==> config.mk <==
export PLATFORM = sky130hd
export DESIGN_NAME = resp_bulk_array_deframer_core
export DESIGN_NICKNAME = d
export VERILOG_FILES = /design/src/rbad_pkg.sv /design/src/resp_bulk_array_deframer_core.sv /design/src/rbad_front.sv /design/src/rbad_queue.sv /design/src/rbad_back.sv
export SDC_FILE = /design/constraint.sdc
export NUM_CORES = 1
export LEC_CHECK = 0
export BUFFER_PORTS_ARGS = -buffer_cell sky130_fd_sc_hd__buf_2
export CAP_MARGIN = 20
export CELL_PAD_IN_SITES_DETAIL_PLACEMENT = 2
export CELL_PAD_IN_SITES_GLOBAL_PLACEMENT = 2
export CORE_MARGIN = 2
export CORE_UTILIZATION = 30
export CTS_CLUSTER_SIZE = 14
export DETAILED_ROUTE_END_ITERATION = 8
export PLACE_DENSITY_LB_ADDON = 0.15
export RECOVER_POWER = 25
export SLEW_MARGIN = 30
export SYNTH_ARGS = -nofsm -noshare
export SYNTH_HDL_FRONTEND = slang
export SYNTH_SLANG_ARGS = --single-unit
==> constraint.sdc <==
create_clock -name clock -period 14.8 [get_ports clock]
set_input_delay 2.22 -clock clock [delete_from_list [all_inputs] [get_ports clock]]
set_output_delay 2.22 -clock clock [all_outputs]
set_load 0.05 [all_outputs]
==> src/rbad_pkg.sv <==
// ----------------------------------------------------------------------------
// rbad_pkg
// Shared types and constants of the bulk array deframer: item structs, byte
// classes, parser phases, result kinds, error codes and limits.
// ----------------------------------------------------------------------------
package rbad_pkg;

   localparam int LEN_BITS    = 31;
   localparam int ACC_W       = 32;
   localparam int CNT_W       = 21;
   localparam int POS_W       = 20;
   localparam int MAX_ARR_W   = 21;
   localparam int MAX_BULK_W  = 31;
   localparam int CSR_IDX_W   = 2;
   localparam int CSR_DATA_W  = 32;
   localparam int QDEPTH      = 4;
   localparam int QPTR_W      = $clog2(QDEPTH);
   localparam int QCNT_W      = $clog2(QDEPTH + 1);

   localparam logic [MAX_ARR_W-1:0]  ARRAY_CAP      = MAX_ARR_W'(1048576);
   localparam logic [ACC_W-1:0]      BULK_CAP       = ACC_W'((64'd1 << LEN_BITS) - 64'd1);
   localparam logic [MAX_ARR_W-1:0]  MAX_ARR_RESET  = MAX_ARR_W'(1024);
   localparam logic [MAX_BULK_W-1:0] MAX_BULK_RESET = MAX_BULK_W'(536870912);

   localparam logic [CSR_IDX_W-1:0] CSR_MAX_ARRAY_LEN = CSR_IDX_W'(0);
   localparam logic [CSR_IDX_W-1:0] CSR_MAX_BULK_LEN  = CSR_IDX_W'(1);

   localparam logic [7:0] CH_STAR   = 8'h2A;
   localparam logic [7:0] CH_DOLLAR = 8'h24;
   localparam logic [7:0] CH_MINUS  = 8'h2D;
   localparam logic [7:0] CH_PLUS   = 8'h2B;
   localparam logic [7:0] CH_ZERO   = 8'h30;
   localparam logic [7:0] CH_NINE   = 8'h39;
   localparam logic [7:0] CH_CR     = 8'h0D;
   localparam logic [7:0] CH_LF     = 8'h0A;

   typedef enum logic [2:0] {
      CLS_OTHER,
      CLS_STAR,
      CLS_DOLLAR,
      CLS_MINUS,
      CLS_PLUS,
      CLS_DIGIT,
      CLS_CR,
      CLS_LF
   } byte_class_type;

   typedef enum logic [3:0] {
      PH_STAR      = 4'd0,
      PH_ALEN_HEAD = 4'd1,
      PH_ALEN_BODY = 4'd2,
      PH_ALEN_LF   = 4'd3,
      PH_DOLLAR    = 4'd4,
      PH_BLEN_HEAD = 4'd5,
      PH_BLEN_BODY = 4'd6,
      PH_BLEN_LF   = 4'd7,
      PH_PAYLOAD   = 4'd8,
      PH_DATA_CR   = 4'd9,
      PH_DATA_LF   = 4'd10
   } phase_type;

   typedef enum logic [1:0] {
      KIND_PAYLOAD  = 2'd0,
      KIND_ELEM_END = 2'd1,
      KIND_EMPTY    = 2'd2,
      KIND_ERROR    = 2'd3
   } out_kind_type;

   typedef enum logic [2:0] {
      ERR_NONE       = 3'd0,
      ERR_BAD_LEAD   = 3'd1,
      ERR_BAD_DIGITS = 3'd2,
      ERR_OVER_LIMIT = 3'd3,
      ERR_NO_CRLF    = 3'd4
   } err_code_type;

   typedef struct packed {
      logic [7:0] in_byte;
      logic       conn_start;
   } req_type;

   typedef struct packed {
      out_kind_type     out_kind;
      logic [7:0]       out_byte;
      logic [POS_W-1:0] elem_index;
      logic             last_element;
      err_code_type     err_code;
   } rsp_type;

   typedef struct packed {
      logic [7:0]     in_byte;
      logic           conn_start;
      byte_class_type cls;
      logic [3:0]     digit;
   } token_type;

endpackage

==> src/resp_bulk_array_deframer_core.sv <==
// An accepted byte is written into the item queue; its item is then held in the result register.
// Throughput: one byte per cycle; the parser takes one queued byte a cycle while not stalled.
// A four-entry queue lets the input run ahead while the result is stalled.
// Reset is synchronous and active high: the parser returns to statement start,
// the queue and result register empty, and the limits take their reset values.
// ----------------------------------------------------------------------------
// resp_bulk_array_deframer_core
// Top level of the bulk array deframer: classifier, item queue and parser.
// ----------------------------------------------------------------------------
module resp_bulk_array_deframer_core import rbad_pkg::*; (
   input  logic                  clock,
   input  logic                  reset,
   input  logic                  req_valid,
   output logic                  req_stall,
   input  req_type               req_data,
   output logic                  rsp_valid,
   input  logic                  rsp_stall,
   output rsp_type               rsp_data,
   input  logic                  csr_valid,
   output logic                  csr_ready,
   input  logic [CSR_IDX_W-1:0]  csr_index,
   input  logic [CSR_DATA_W-1:0] csr_data
);

   token_type token;
   token_type head;
   logic      empty;
   logic      full;
   logic      pop;

   assign req_stall = full;
   assign csr_ready = 1'b1;

   rbad_front u_front (
      .req_data (req_data),
      .token    (token)
   );

   rbad_queue u_queue (
      .clock     (clock),
      .reset     (reset),
      .push      (req_valid),
      .push_data (token),
      .pop       (pop),
      .head      (head),
      .empty     (empty),
      .full      (full)
   );

   rbad_back u_back (
      .clock     (clock),
      .reset     (reset),
      .csr_valid (csr_valid && csr_ready),
      .csr_index (csr_index),
      .csr_data  (csr_data),
      .head      (head),
      .empty     (empty),
      .pop       (pop),
      .rsp_valid (rsp_valid),
      .rsp_stall (rsp_stall),
      .rsp_data  (rsp_data)
   );

endmodule

==> src/rbad_front.sv <==
// ----------------------------------------------------------------------------
// rbad_front
// Byte classifier: sorts each incoming byte into the lexical class that the
// parser needs and extracts its decimal digit value.
// ----------------------------------------------------------------------------
module rbad_front import rbad_pkg::*; (
   input  req_type   req_data,
   output token_type token
);

   logic [7:0] b;
   logic [7:0] digit_full;

   assign b          = req_data.in_byte;
   assign digit_full = b - CH_ZERO;

   always_comb begin
      token.in_byte    = b;
      token.conn_start = req_data.conn_start;
      token.digit      = digit_full[3:0];
      if (b >= CH_ZERO && b <= CH_NINE) begin
         token.cls = CLS_DIGIT;
      end else begin
         unique case (b)
            CH_STAR:   token.cls = CLS_STAR;
            CH_DOLLAR: token.cls = CLS_DOLLAR;
            CH_MINUS:  token.cls = CLS_MINUS;
            CH_PLUS:   token.cls = CLS_PLUS;
            CH_CR:     token.cls = CLS_CR;
            CH_LF:     token.cls = CLS_LF;
            default:   token.cls = CLS_OTHER;
         endcase
      end
   end

endmodule

==> src/rbad_queue.sv <==
// ----------------------------------------------------------------------------
// rbad_queue
// Small FIFO of classified items between the classifier and the parser.
// ----------------------------------------------------------------------------
module rbad_queue import rbad_pkg::*; (
   input  logic      clock,
   input  logic      reset,
   input  logic      push,
   input  token_type push_data,
   input  logic      pop,
   output token_type head,
   output logic      empty,
   output logic      full
);

   token_type         mem_ff [QDEPTH];
   logic [QPTR_W-1:0] wr_ptr_ff, wr_ptr_in;
   logic [QPTR_W-1:0] rd_ptr_ff, rd_ptr_in;
   logic [QCNT_W-1:0] count_ff, count_in;
   logic              do_push, do_pop;

   assign empty   = (count_ff == '0);
   assign full    = (count_ff == QCNT_W'(QDEPTH));
   assign do_push = push && !full;
   assign do_pop  = pop && !empty;
   assign head    = mem_ff[rd_ptr_ff];

   always_comb begin
      wr_ptr_in = do_push ? wr_ptr_ff + 1'b1 : wr_ptr_ff;
      rd_ptr_in = do_pop ? rd_ptr_ff + 1'b1 : rd_ptr_ff;
      count_in  = count_ff;
      if (do_push && !do_pop) begin
         count_in = count_ff + 1'b1;
      end else if (do_pop && !do_push) begin
         count_in = count_ff - 1'b1;
      end
   end

   always_ff @(posedge clock) begin
      if (reset) begin
         wr_ptr_ff <= '0;
         rd_ptr_ff <= '0;
         count_ff  <= '0;
      end else begin
         wr_ptr_ff <= wr_ptr_in;
         rd_ptr_ff <= rd_ptr_in;
         count_ff  <= count_in;
      end
   end

   always_ff @(posedge clock) begin
      if (do_push) begin
         mem_ff[wr_ptr_ff] <= push_data;
      end
   end

endmodule

==> src/rbad_back.sv <==
// ----------------------------------------------------------------------------
// rbad_back
// Statement parser: walks the framing of each statement one classified item
// at a time, holds the limit registers and drives the registered result.
// ----------------------------------------------------------------------------
module rbad_back import rbad_pkg::*; (
   input  logic                  clock,
   input  logic                  reset,
   input  logic                  csr_valid,
   input  logic [CSR_IDX_W-1:0]  csr_index,
   input  logic [CSR_DATA_W-1:0] csr_data,
   input  token_type             head,
   input  logic                  empty,
   output logic                  pop,
   output logic                  rsp_valid,
   input  logic                  rsp_stall,
   output rsp_type               rsp_data
);

   logic [MAX_ARR_W-1:0]  max_arr_ff, max_arr_in;
   logic [MAX_BULK_W-1:0] max_bulk_ff, max_bulk_in;

   phase_type            phase_ff, phase_in, phase_nxt;
   logic [ACC_W-1:0]     acc_ff, acc_in, acc_nxt;
   logic                 neg_ff, neg_in, neg_nxt;
   logic                 hd_ff, hd_in, hd_nxt;
   logic [CNT_W-1:0]     left_ff, left_in, left_nxt;
   logic [POS_W-1:0]     pos_ff, pos_in, pos_nxt;
   logic [LEN_BITS-1:0]  pay_ff, pay_in, pay_nxt;
   logic                 lock_ff, lock_in, lock_nxt;
   logic                 out_valid_ff, out_valid_in;
   rsp_type              out_data_ff, out_data_in;

   phase_type            e_phase;
   logic [ACC_W-1:0]     e_acc;
   logic                 e_neg, e_hd, e_lock;
   logic [CNT_W-1:0]     e_left;
   logic [POS_W-1:0]     e_pos;
   logic [LEN_BITS-1:0]  e_pay;

   logic                 advance;
   logic                 res_valid;
   rsp_type              res;
   logic [ACC_W+3:0]     acc_wide;
   logic [ACC_W-1:0]     acc_sat;
   logic [MAX_ARR_W-1:0] arr_lim;
   logic [ACC_W-1:0]     bulk_lim;
   logic                 acc_zero, over_arr, over_bulk;
   logic [CNT_W-1:0]     left_dec;
   logic [LEN_BITS-1:0]  pay_dec;
   logic                 head_phase, sign_ok, len_cr_ok;
   phase_type            body_ph, lf_ph, done_ph;

   assign advance = !out_valid_ff || !rsp_stall;
   assign pop     = advance && !empty;

   // A restart request clears the parser before the byte is looked at.
   assign e_phase = head.conn_start ? PH_STAR : phase_ff;
   assign e_acc   = head.conn_start ? '0 : acc_ff;
   assign e_neg   = head.conn_start ? 1'b0 : neg_ff;
   assign e_hd    = head.conn_start ? 1'b0 : hd_ff;
   assign e_left  = head.conn_start ? '0 : left_ff;
   assign e_pos   = head.conn_start ? '0 : pos_ff;
   assign e_pay   = head.conn_start ? '0 : pay_ff;
   assign e_lock  = head.conn_start ? 1'b0 : lock_ff;

   assign acc_wide = {1'b0, e_acc, 3'b000} + {3'b000, e_acc, 1'b0} +
                     (ACC_W+4)'(head.digit);
   assign acc_sat  = (acc_wide[ACC_W+3:ACC_W] != '0) ? '1 : acc_wide[ACC_W-1:0];
   assign arr_lim  = (max_arr_ff > ARRAY_CAP) ? ARRAY_CAP : max_arr_ff;
   assign bulk_lim = ({1'b0, max_bulk_ff} > BULK_CAP) ? BULK_CAP : {1'b0, max_bulk_ff};
   assign acc_zero  = (e_acc == '0);
   assign over_arr  = (e_acc > ACC_W'(arr_lim));
   assign over_bulk = (e_acc > bulk_lim);
   assign left_dec  = e_left - 1'b1;
   assign pay_dec   = e_pay - 1'b1;
   assign done_ph   = (left_dec == '0) ? PH_STAR : PH_DOLLAR;

   assign head_phase = (e_phase == PH_ALEN_HEAD) || (e_phase == PH_BLEN_HEAD);
   assign sign_ok    = head_phase && (head.cls == CLS_MINUS || head.cls == CLS_PLUS);
   assign len_cr_ok  = (head.cls == CLS_CR) && e_hd;
   assign body_ph    = (e_phase == PH_ALEN_HEAD || e_phase == PH_ALEN_BODY) ?
                       PH_ALEN_BODY : PH_BLEN_BODY;
   assign lf_ph      = (e_phase == PH_ALEN_HEAD || e_phase == PH_ALEN_BODY) ?
                       PH_ALEN_LF : PH_BLEN_LF;

   always_comb begin
      phase_nxt = e_phase;
      if (!e_lock) begin
         unique case (e_phase)
            PH_STAR: begin
               if (head.cls == CLS_STAR) begin
                  phase_nxt = PH_ALEN_HEAD;
               end
            end
            PH_ALEN_HEAD, PH_ALEN_BODY, PH_BLEN_HEAD, PH_BLEN_BODY: begin
               if (sign_ok || head.cls == CLS_DIGIT) begin
                  phase_nxt = body_ph;
               end else if (len_cr_ok) begin
                  phase_nxt = lf_ph;
               end
            end
            PH_ALEN_LF: begin
               if (head.cls == CLS_LF) begin
                  if (e_neg || acc_zero) begin
                     phase_nxt = PH_STAR;
                  end else if (!over_arr) begin
                     phase_nxt = PH_DOLLAR;
                  end
               end
            end
            PH_DOLLAR: begin
               if (head.cls == CLS_DOLLAR) begin
                  phase_nxt = PH_BLEN_HEAD;
               end
            end
            PH_BLEN_LF: begin
               if (head.cls == CLS_LF) begin
                  if (e_neg && !acc_zero) begin
                     phase_nxt = done_ph;
                  end else if (!over_bulk) begin
                     phase_nxt = acc_zero ? PH_DATA_CR : PH_PAYLOAD;
                  end
               end
            end
            PH_PAYLOAD: begin
               if (pay_dec == '0) begin
                  phase_nxt = PH_DATA_CR;
               end
            end
            PH_DATA_CR: begin
               if (head.cls == CLS_CR) begin
                  phase_nxt = PH_DATA_LF;
               end
            end
            PH_DATA_LF: begin
               if (head.cls == CLS_LF) begin
                  phase_nxt = done_ph;
               end
            end
            default: phase_nxt = PH_STAR;
         endcase
      end
   end

   always_comb begin
      acc_nxt   = e_acc;
      neg_nxt   = e_neg;
      hd_nxt    = e_hd;
      left_nxt  = e_left;
      pos_nxt   = e_pos;
      pay_nxt   = e_pay;
      lock_nxt  = e_lock;
      res_valid = 1'b0;
      res       = '0;
      if (!e_lock) begin
         unique case (e_phase)
            PH_STAR, PH_DOLLAR: begin
               if ((e_phase == PH_STAR && head.cls == CLS_STAR) ||
                   (e_phase == PH_DOLLAR && head.cls == CLS_DOLLAR)) begin
                  acc_nxt = '0;
                  neg_nxt = 1'b0;
                  hd_nxt  = 1'b0;
               end else begin
                  lock_nxt     = 1'b1;
                  res_valid    = 1'b1;
                  res.out_kind = KIND_ERROR;
                  res.err_code = ERR_BAD_LEAD;
               end
            end
            PH_ALEN_HEAD, PH_ALEN_BODY, PH_BLEN_HEAD, PH_BLEN_BODY: begin
               if (sign_ok) begin
                  neg_nxt = (head.cls == CLS_MINUS);
               end else if (head.cls == CLS_DIGIT) begin
                  acc_nxt = acc_sat;
                  hd_nxt  = 1'b1;
               end else if (!len_cr_ok) begin
                  lock_nxt     = 1'b1;
                  res_valid    = 1'b1;
                  res.out_kind = KIND_ERROR;
                  res.err_code = ERR_BAD_DIGITS;
               end
            end
            PH_ALEN_LF: begin
               if (head.cls != CLS_LF) begin
                  lock_nxt     = 1'b1;
                  res_valid    = 1'b1;
                  res.out_kind = KIND_ERROR;
                  res.err_code = ERR_NO_CRLF;
               end else if (e_neg || acc_zero) begin
                  res_valid    = 1'b1;
                  res.out_kind = KIND_EMPTY;
               end else if (over_arr) begin
                  lock_nxt     = 1'b1;
                  res_valid    = 1'b1;
                  res.out_kind = KIND_ERROR;
                  res.err_code = ERR_OVER_LIMIT;
               end else begin
                  left_nxt = e_acc[CNT_W-1:0];
                  pos_nxt  = '0;
               end
            end
            PH_BLEN_LF: begin
               if (head.cls != CLS_LF) begin
                  lock_nxt     = 1'b1;
                  res_valid    = 1'b1;
                  res.out_kind = KIND_ERROR;
                  res.err_code = ERR_NO_CRLF;
               end else if (e_neg && !acc_zero) begin
                  left_nxt         = left_dec;
                  pos_nxt          = e_pos + 1'b1;
                  res_valid        = 1'b1;
                  res.out_kind     = KIND_ELEM_END;
                  res.elem_index   = e_pos;
                  res.last_element = (e_left == CNT_W'(1));
               end else if (over_bulk) begin
                  lock_nxt     = 1'b1;
                  res_valid    = 1'b1;
                  res.out_kind = KIND_ERROR;
                  res.err_code = ERR_OVER_LIMIT;
               end else begin
                  pay_nxt = e_acc[LEN_BITS-1:0];
               end
            end
            PH_PAYLOAD: begin
               pay_nxt        = pay_dec;
               res_valid      = 1'b1;
               res.out_kind   = KIND_PAYLOAD;
               res.out_byte   = head.in_byte;
               res.elem_index = e_pos;
            end
            PH_DATA_CR: begin
               if (head.cls != CLS_CR) begin
                  lock_nxt     = 1'b1;
                  res_valid    = 1'b1;
                  res.out_kind = KIND_ERROR;
                  res.err_code = ERR_NO_CRLF;
               end
            end
            PH_DATA_LF: begin
               if (head.cls != CLS_LF) begin
                  lock_nxt     = 1'b1;
                  res_valid    = 1'b1;
                  res.out_kind = KIND_ERROR;
                  res.err_code = ERR_NO_CRLF;
               end else begin
                  left_nxt         = left_dec;
                  pos_nxt          = e_pos + 1'b1;
                  res_valid        = 1'b1;
                  res.out_kind     = KIND_ELEM_END;
                  res.elem_index   = e_pos;
                  res.last_element = (e_left == CNT_W'(1));
               end
            end
            default: begin
               res_valid = 1'b0;
            end
         endcase
      end
   end

   always_comb begin
      phase_in     = pop ? phase_nxt : phase_ff;
      acc_in       = pop ? acc_nxt : acc_ff;
      neg_in       = pop ? neg_nxt : neg_ff;
      hd_in        = pop ? hd_nxt : hd_ff;
      left_in      = pop ? left_nxt : left_ff;
      pos_in       = pop ? pos_nxt : pos_ff;
      pay_in       = pop ? pay_nxt : pay_ff;
      lock_in      = pop ? lock_nxt : lock_ff;
      out_valid_in = out_valid_ff;
      out_data_in  = out_data_ff;
      if (advance) begin
         out_valid_in = pop && res_valid;
         out_data_in  = res;
      end
      max_arr_in  = max_arr_ff;
      max_bulk_in = max_bulk_ff;
      if (csr_valid && csr_index == CSR_MAX_ARRAY_LEN) begin
         max_arr_in = csr_data[MAX_ARR_W-1:0];
      end
      if (csr_valid && csr_index == CSR_MAX_BULK_LEN) begin
         max_bulk_in = csr_data[MAX_BULK_W-1:0];
      end
   end

   always_ff @(posedge clock) begin
      if (reset) begin
         phase_ff     <= PH_STAR;
         acc_ff       <= '0;
         neg_ff       <= 1'b0;
         hd_ff        <= 1'b0;
         left_ff      <= '0;
         pos_ff       <= '0;
         pay_ff       <= '0;
         lock_ff      <= 1'b0;
         out_valid_ff <= 1'b0;
         max_arr_ff   <= MAX_ARR_RESET;
         max_bulk_ff  <= MAX_BULK_RESET;
      end else begin
         phase_ff     <= phase_in;
         acc_ff       <= acc_in;
         neg_ff       <= neg_in;
         hd_ff        <= hd_in;
         left_ff      <= left_in;
         pos_ff       <= pos_in;
         pay_ff       <= pay_in;
         lock_ff      <= lock_in;
         out_valid_ff <= out_valid_in;
         max_arr_ff   <= max_arr_in;
         max_bulk_ff  <= max_bulk_in;
      end
   end

   always_ff @(posedge clock) begin
      out_data_ff <= out_data_in;
   end

   assign rsp_valid = out_valid_ff;
   assign rsp_data  = out_data_ff;

endmodule

==> flow_summary.json, run 1 <==
{
  "holdPathEnd": "u_back.max_bulk_ff[10]",
  "regToRegEndpoint": "u_back.acc_ff[21]",
  "dp_slack_ns": 8.01,
  "rows": 88,
  "clkPwrFrac": 0.327,
  "drive_above_1_share": 0.102,
  "gp_congestion": 0.848,
  "areaGrowthSynthToFinish_pct": 12.7,
  "fin_crit_sh": 0.446,
  "yosysSeqAreaShare": 0.337,
  "setup_viol": 0,
  "status": "complete, but fails checks",
  "htree_levels": 2,
  "synth_flop_cell": "dfxtp_1",
  "async_flop_share": 0,
  "synthesis.instances": 2141,
  "fin_crit_ns": 6.60,
  "relSlewSlack": -1.40,
  "fin_ws_ns": 8.20,
  "drv_cap": 3,
  "nets": 2342,
  "start_util": 0.304,
  "ys_ff_latch": 255,
  "dp_hpwl_microns": 54400,
  "ios": 85,
  "antenna_found_initial": 0,
  "ys_types": 96,
  "worstHoldStart": "u_back.max_bulk_ff[10]",
  "layout_common_cells": "nand2_1 (305), a21oi_1 (218), dfxtp_1 (172), nor2_1 (141), ha_1 (128)",
  "tightest_slew_ns": 3.61,
  "hold_viol": 0,
  "hold_class": "flop to flop",
  "clockBufferDepth": 3,
  "yosys_warnings": 0,
  "layout_commonest_cell": "nand2_1",
  "cp-end-kind": "flop",
  "clockRootBuffer": "clkbuf_16",
  "drv_slew": 128,
  "fp.coreArea_sq_mm": 0.0579,
  "synth_nets": 2320,
  "startpoint_type": "flop",
  "swShare": 0.414,
  "numCtsBuffers": 34,
  "routed_wl_microns": 73300,
  "fp.dieArea_sq_mm": 0.0607,
  "drc": 0,
  "timing.setup.tns_ns": 0,
  "grtUsageTotal": 0.243,
  "synth-edff-count": 82,
  "via_per_inst": 5.77,
  "cts_hold_buf": 0,
  "cts_setup_buffers": 0,
  "cp.required_ns": 15.23,
  "grt_max_degree": 75,
  "whs_path_depth": 2,
  "clk_pin_slew_ns": 0.06,
  "p_int_mw": 1.56,
  "gr-total-overflow": 0,
  "worstPathArrival_ns": 7.03,
  "via_count": 17000,
  "drtIter0Drc": 819,
  "rrSetupSlack_ns": 8.20,
  "failed_checks": "max-capacitance violations, max-slew violations",
  "rsz0062_at_grt": "false",
  "clock.fmax_mhz": 152,
  "grt_first_pass_wirelength_microns": 113000,
  "netSwitchingPower_mw": 1.10,
  "syn_area_sq_mm": 0.0176,
  "die_w_microns": 246,
  "first_global_vias": 18500,
  "power_frac_seq": 0.315,
  "max-vdd-ir-drop_uv": 102,
  "diodes": 0,
  "cts_num_sinks": 255,
  "fin_skew_ns": 0.0151,
  "syn_avg_cell_area_sq_um": 8.22,
  "cts_tree": "built",
  "pwr_density_cell_mw_per_mm2": 134,
  "critical_path_class": "flop to flop",
  "wl_per_cell_microns": 24.8,
  "clk_latency_ns": 0.55,
  "finish.utilization": 0.343,
  "total_leakage_power_nw": 7.82,
  "combPwrFrac": 0.357,
  "chipHeight_microns": 246,
  "ant_nets": 0,
  "port_buffers": 82,
  "rr_worst_depth": 17,
  "ctsResizeCount": 0,
  "path_max_fanout": 46,
  "firstDrtPassIters": 5
}
==> power by group through the flow <==
stage	clock network, mW	registers (mW)	logic [mW]
6_report	0.872	0.840	0.951
5_1_grt	0.924	0.848	1.02
4_1_cts	0.897	0.840	0.948
3_5_place_dp	0	0.854	0.938
3_3_place_gp	0	0.851	0.914
2_1_floorplan	0	0.890	0.560
==> how the worst max path moves through the flow <==
stage | startpoint | end | slack, ns | cells past startpoint
after floorplan | rsp_stall | u_queue.count_ff[2] | 9.64 | 11
after global placement | flop | u_back.acc_ff[21] | 8.14 | 16
after detailed placement | flop | u_back.acc_ff[21] | 8.01 | 16
after CTS | flop | u_back.acc_ff[21] | 7.97 | 16
after global routing | flop | u_back.acc_ff[21] | 7.89 | 17
final | flop | u_back.acc_ff[21] | 8.20 | 17
==> cell usage after synthesis, types with 8 or more instances <==
cell type	count	area share
inv_1	72	0.015
a22oi_1	32	0.014
xor2_1	22	0.011
nor3b_1	8	0.0034
or3_1	18	0.0064
nand4_1	22	0.0078
a31o_2	9	0.0045
nor2_1	143	0.030
a211oi_1	30	0.013
edfxtp_1	82	0.14
nand2_1	306	0.065
nand2b_1	11	0.0039
and3_1	18	0.0064
or2_2	9	0.0032
a31oi_1	25	0.0089
ha_1	128	0.091
a21oi_1	218	0.062
nand3_1	58	0.016
o31ai_1	11	0.0047
dfxtp_1	173	0.20
a21o_1	28	0.012
o2bb2ai_1	16	0.0080
clkbuf_1	90	0.019
a311oi_1	8	0.0040
nor4_1	32	0.011
nor2b_1	31	0.011
mux4_2	12	0.015
and2_1	39	0.014
o211ai_1	21	0.0090
xnor2_1	30	0.015
buf_2	25	0.0071
nor3_1	59	0.017
o21ai_0	119	0.034
mux2i_1	37	0.021
o22ai_1	33	0.012
o21a_1	8	0.0034
a211o_1	9	0.0045
==> per-stage QoR <==
stage / power (mW) / instances / hold WS, ns / area (sq um)
floorplan: 1.45 / 2141 / 0.436 / 17600
global placement: 1.76 / 2892 / 0.447 / 18700
detailed placement: 1.79 / 2892 / 0.451 / 18700
CTS: 2.68 / 2952 / 0.458 / 19900
global route: 2.79 / 2952 / 0.481 / 19800
finish: 2.66 / 2952 / 0.456 / 19800
==> metal layers <==
layer,global-route usage,wire length [microns]
met1,0.315,33600
met2,0.416,34900
met3,0.0280,2450
met4,0.0831,2350
met5,0,0
==> registers in the layout, summed over array words and instances (netlist names), 2 cells and up, named ones only <==
name,count
u_queue.count_ff,3
u_back.max_bulk_ff,31
u_back.phase_ff,4
u_back.left_ff,21
u_queue.wr_ptr_ff,2
u_queue.rd_ptr_ff,2
u_back.pos_ff,20
u_back.acc_ff,32
u_back.max_arr_ff,21
u_queue.mem_ff,48
u_back.rsp_data,34
u_back.pay_ff,31
==> worst max-delay path: stages (launching register included) <==
cell       delay, ns
dfxtp_1         0.80
mux2i_1         0.29
mux2_4          0.58
nand2_1         0.32
inv_1           0.41
ha_1            0.32
ha_1            0.23
fa_1            0.43
a211oi_1        0.34
o21ai_0         0.26
a21oi_1         0.39
o21ai_0         0.32
a21oi_1         0.26
xnor2_1         0.13
a2111oi_4       0.43
buf_4           0.44
o311ai_1        0.21
a32o_1          0.30
==> cells by family after synthesis <==
| group | share of synthesized area |
|---|---|
| other | 0.000213 |
| muxes | 0.0377 |
| adders and majority gates | 0.0944 |
| xor gates and xnor gates | 0.0259 |
| and+or+nand+nor | 0.220 |
| AOI/OAI and AO/OA | 0.238 |
| DFF | 0.337 |
| buffers and inverters | 0.0474 |
==> layout make-up <==
type	count	area, sq um
Tap cell	765	957
Clock buffer	45	962
Inverter	76	285
Sequential cell	255	5930
Clock inverter	15	199
Timing Repair Buffer	113	619
Multi-Input combinational cell	1683	10900
Fill cell	6599	38100
Power figures use the tool's default switching activity.
==> run 2: changes to the inputs <==
--- a/config.mk
+++ b/config.mk
@@ -5,6 +5,7 @@
 export SDC_FILE = /design/constraint.sdc
 export NUM_CORES = 1
 export LEC_CHECK = 0
+export ABC_AREA = 1
 export BUFFER_PORTS_ARGS = -buffer_cell sky130_fd_sc_hd__buf_2
 export CAP_MARGIN = 20
 export CELL_PAD_IN_SITES_DETAIL_PLACEMENT = 2
==> constraint.sdc (replaced) <==
create_clock -name clock -period 5.6 [get_ports clock]
set_input_delay 0.84 -clock clock [delete_from_list [all_inputs] [get_ports clock]]
set_output_delay 0.84 -clock clock [all_outputs]
set_load 0.05 [all_outputs]
==> run 2 against run 1 <==
Critical path depth up 9. Clock power grew to 2.7 times the previous value. Worst setup slack got worse by 7.7 ns. Design area rose by 5.6%. Register-to-register slack worse by 7.7 ns. Highest routed layer unchanged. The run still ends with max-capacitance violations, max-slew violations left.
==> flow_summary.json, run 2 <==
{
  "status": "complete, but fails checks",
  "failed_checks": "max-capacitance violations, max-slew violations",
  "clockBufferDepth": 3,
  "cp.required_ns": 6.01,
  "cp_top_family": "simple AND/OR/NAND/NOR gates",
  "syn_avg_cell_area_sq_um": 6.83,
  "areaGrowthSynthToFinish_pct": 13.3,
  "yosysMostFrequentCell": "nand2_1",
  "ios": 85,
  "fp.coreArea_sq_mm": 0.0614,
  "grtUsageTotal": 0.236,
  "layout_commonest_cell": "nand2_1",
  "chipHeight_microns": 252,
  "relSlewSlack": -0.665,
  "yosys-top-cells-count": "nand2_1 (564), nor2_1 (356), inv_1 (293)",
  "async_flop_share": 0,
  "nets": 2944,
  "fin_skew_ns": 0.0242,
  "timing.setup.tns_ns": 0,
  "rsz0062_at_grt": "false",
  "synthesis.instances": 2708,
  "drtIter0Drc": 756,
  "yosys_warnings": 0,
  "ant_nets": 0,
  "critical_path_class": "flop to flop",
  "ys_top_cells_by_area": "dfxtp_1 (19%), edfxtp_1 (13%), nand2_1 (11%)",
  "cpMostUsedCell": "nand2_1",
  "fp.dieArea_sq_mm": 0.0637,
  "htree_levels": 2,
  "start_util": 0.302,
  "fin_ws_ns": 0.467,
  "dp_hpwl_microns": 55500,
  "clock.fmax_mhz": 195,
  "rr_worst_depth": 26,
  "endpoint": "u_back.acc_ff[25]",
  "routed_wl_microns": 74900,
  "layout_common_cells": "nand2_1 (564), nor2_1 (354), inv_1 (290), a21oi_1 (266), o21ai_0 (236)",
  "total_leakage_power_nw": 9.52,
  "numCtsBuffers": 34,
  "synth_nets": 2887,
  "via_per_inst": 5.30,
  "pwr_density_cell_mw_per_mm2": 552,
  "synth_top_area_cell": "dfxtp_1",
  "drv_cap": 3,
  "wl_per_cell_microns": 20.9,
  "yosysSeqAreaShare": 0.320,
  "wl_met1_microns": 35100,
  "cts_tree": "built",
  "path_max_fanout": 23,
  "syn_area_sq_mm": 0.0185,
  "fin_crit_ns": 5.13,
  "largest_reg_flops": 48,
  "cts_num_sinks": 255,
  "top_register": "u_queue.mem_ff",
  "cp_num_cells": 26,
  "synth_flop_cell": "dfxtp_1",
  "ys_ff_latch": 255,
  "ys_types": 60,
  "clk_pin_slew_ns": 0.06,
  "slowest_stage": "dfxtp_1",
  "grt_max_degree": 64,
  "synth-edff-count": 82,
  "whs_path_depth": 2,
  "rows": 91,
  "dp_slack_ns": 0.299,
  "die_w_microns": 252,
  "wl_met3_microns": 2020,
  "drc": 0,
  "startpoint_type": "flop",
  "grt_first_pass_wirelength_microns": 118000,
  "via_count": 19000,
  "regToRegEndpoint": "u_back.acc_ff[25]",
  "gr-total-overflow": 0,
  "worstPathArrival_ns": 5.54,
  "drv_slew": 142,
  "port_buffers": 82,
  "crit_path_max_incr_delay_ns": 0.49,
  "setup_viol": 0,
  "firstDrtPassIters": 5,
  "fin_crit_sh": 0.917,
  "rrSetupSlack_ns": 0.47,
  "hold_viol": 0,
  "clockRootBuffer": "clkbuf_16",
  "yosysTopAreaCellShare": 0.187,
  "cts_setup_buffers": 0,
  "dr_wl_met2_microns": 36000,
  "cp_num_buf_inv": 7,
  "first_global_vias": 20800,
  "gp_congestion": 0.876,
  "cp-end-kind": "flop",
  "antenna_found_initial": 0,
  "clk_latency_ns": 0.57,
  "tightest_slew_ns": 2.48,
  "hold_class": "flop to flop",
  "max-vdd-ir-drop_uv": 241,
  "top_layer": "met4",
  "drive_above_1_share": 0.0924
}
==> run 2: changes by cell type after synthesis, sizes merged, moves of 32 or more <==
| cell | previous run | this run |
|---|---|---|
| nand2 | 306 | 579 |
| nor2 | 143 | 381 |
| inv | 74 | 311 |
| o21ai | 124 | 249 |
| nand3 | 58 | 121 |
| a21oi | 221 | 268 |
| and2 | 40 | 0 |
| mux2i | 37 | 0 |
| o211ai | 21 | 55 |
| nor2b | 32 | 0 |
==> run 2: cell type report <==
type	count	area, sq um
Sequential cell	255	5930
Tap cell	790	988
Timing Repair Buffer	133	771
Antenna cell	1	2.50
Fill cell	7359	40400
Clock buffer	42	921
Multi-Input combinational cell	2028	10900
Inverter	313	1180
Clock inverter	20	289
==> run 2: power by group <==
part	internal, mW	switching [mW]
combinational	1.84	4.85
clock	1.42	0.967
sequential	2.28	0.218
==> run 2: logic make-up after synthesis <==
family | share of synthesized area
adder cells (fa/ha/maj) | 0.0898
other | 0.000203
XOR/XNOR | 0.0293
buffers and inverters | 0.0934
AND/OR/NAND/NOR | 0.264
flip-flops | 0.320
AO/OA/AOI/OAI | 0.203
==> run 2: per-stage QoR <==
step	util	power [mW]	instances	hold slack [ns]	cell area [sq um]
after floorplan	-	7.03	2708	0.435	18500
after global placement	0.322	8.94	3519	0.449	19800
after detailed placement	0.322	9.21	3519	0.460	19800
after CTS	0.342	11.7	3581	0.469	21000
after global routing	0.342	12.5	3581	0.499	21000
final	0.342	11.6	3582	0.467	21000
==> run 2: timing repair <==
action,in CTS,in global routing
hold buffers,0,0
gates resized for setup,0,2
endpoints found under the setup margin,0,22
==> run 2: metal layers <==
metal,vias to the layer above,GRT usage
met5,-,0
met1,9479,0.307
met2,250,0.412
met3,84,0.0272
met4,0,0.0627
li1,9177,-
==> run 2: worst min path at each step <==
stage	startpoint	slack [ns]	endpoint
floorplan	u_back.max_bulk_ff[10]	0.44	u_back.max_bulk_ff[10]
global placement	u_queue.rd_ptr_ff[1]	0.45	u_queue.rd_ptr_ff[1]
detailed placement	u_back.max_bulk_ff[11]	0.46	u_back.max_bulk_ff[11]
CTS	csr_data[10]	0.47	u_back.max_arr_ff[10]
global route	u_back.left_ff[19]	0.50	u_back.left_ff[19]
finish	u_back.max_bulk_ff[11]	0.47	u_back.max_bulk_ff[11]
==> run 2: worst register-to-register path, stage by stage (launching register included) <==
cell     delay [ns]
dfxtp_1        0.49
inv_2          0.19
nand2_1        0.12
nand3_1        0.12
nand2_4        0.21
buf_4          0.38
nand2_1        0.24
inv_1          0.38
ha_1           0.33
ha_1           0.38
a21oi_1        0.23
inv_1          0.06
a31oi_1        0.14
inv_1          0.08
a21oi_1        0.24
inv_1          0.07
nor2_1         0.08
a21oi_1        0.08
nand2_1        0.06
nand3_1        0.09
nor2_2         0.37
buf_4          0.24
nand3_1        0.13
nand2_1        0.10
nand2_1        0.05
nand2_1        0.06
a21oi_1        0.06
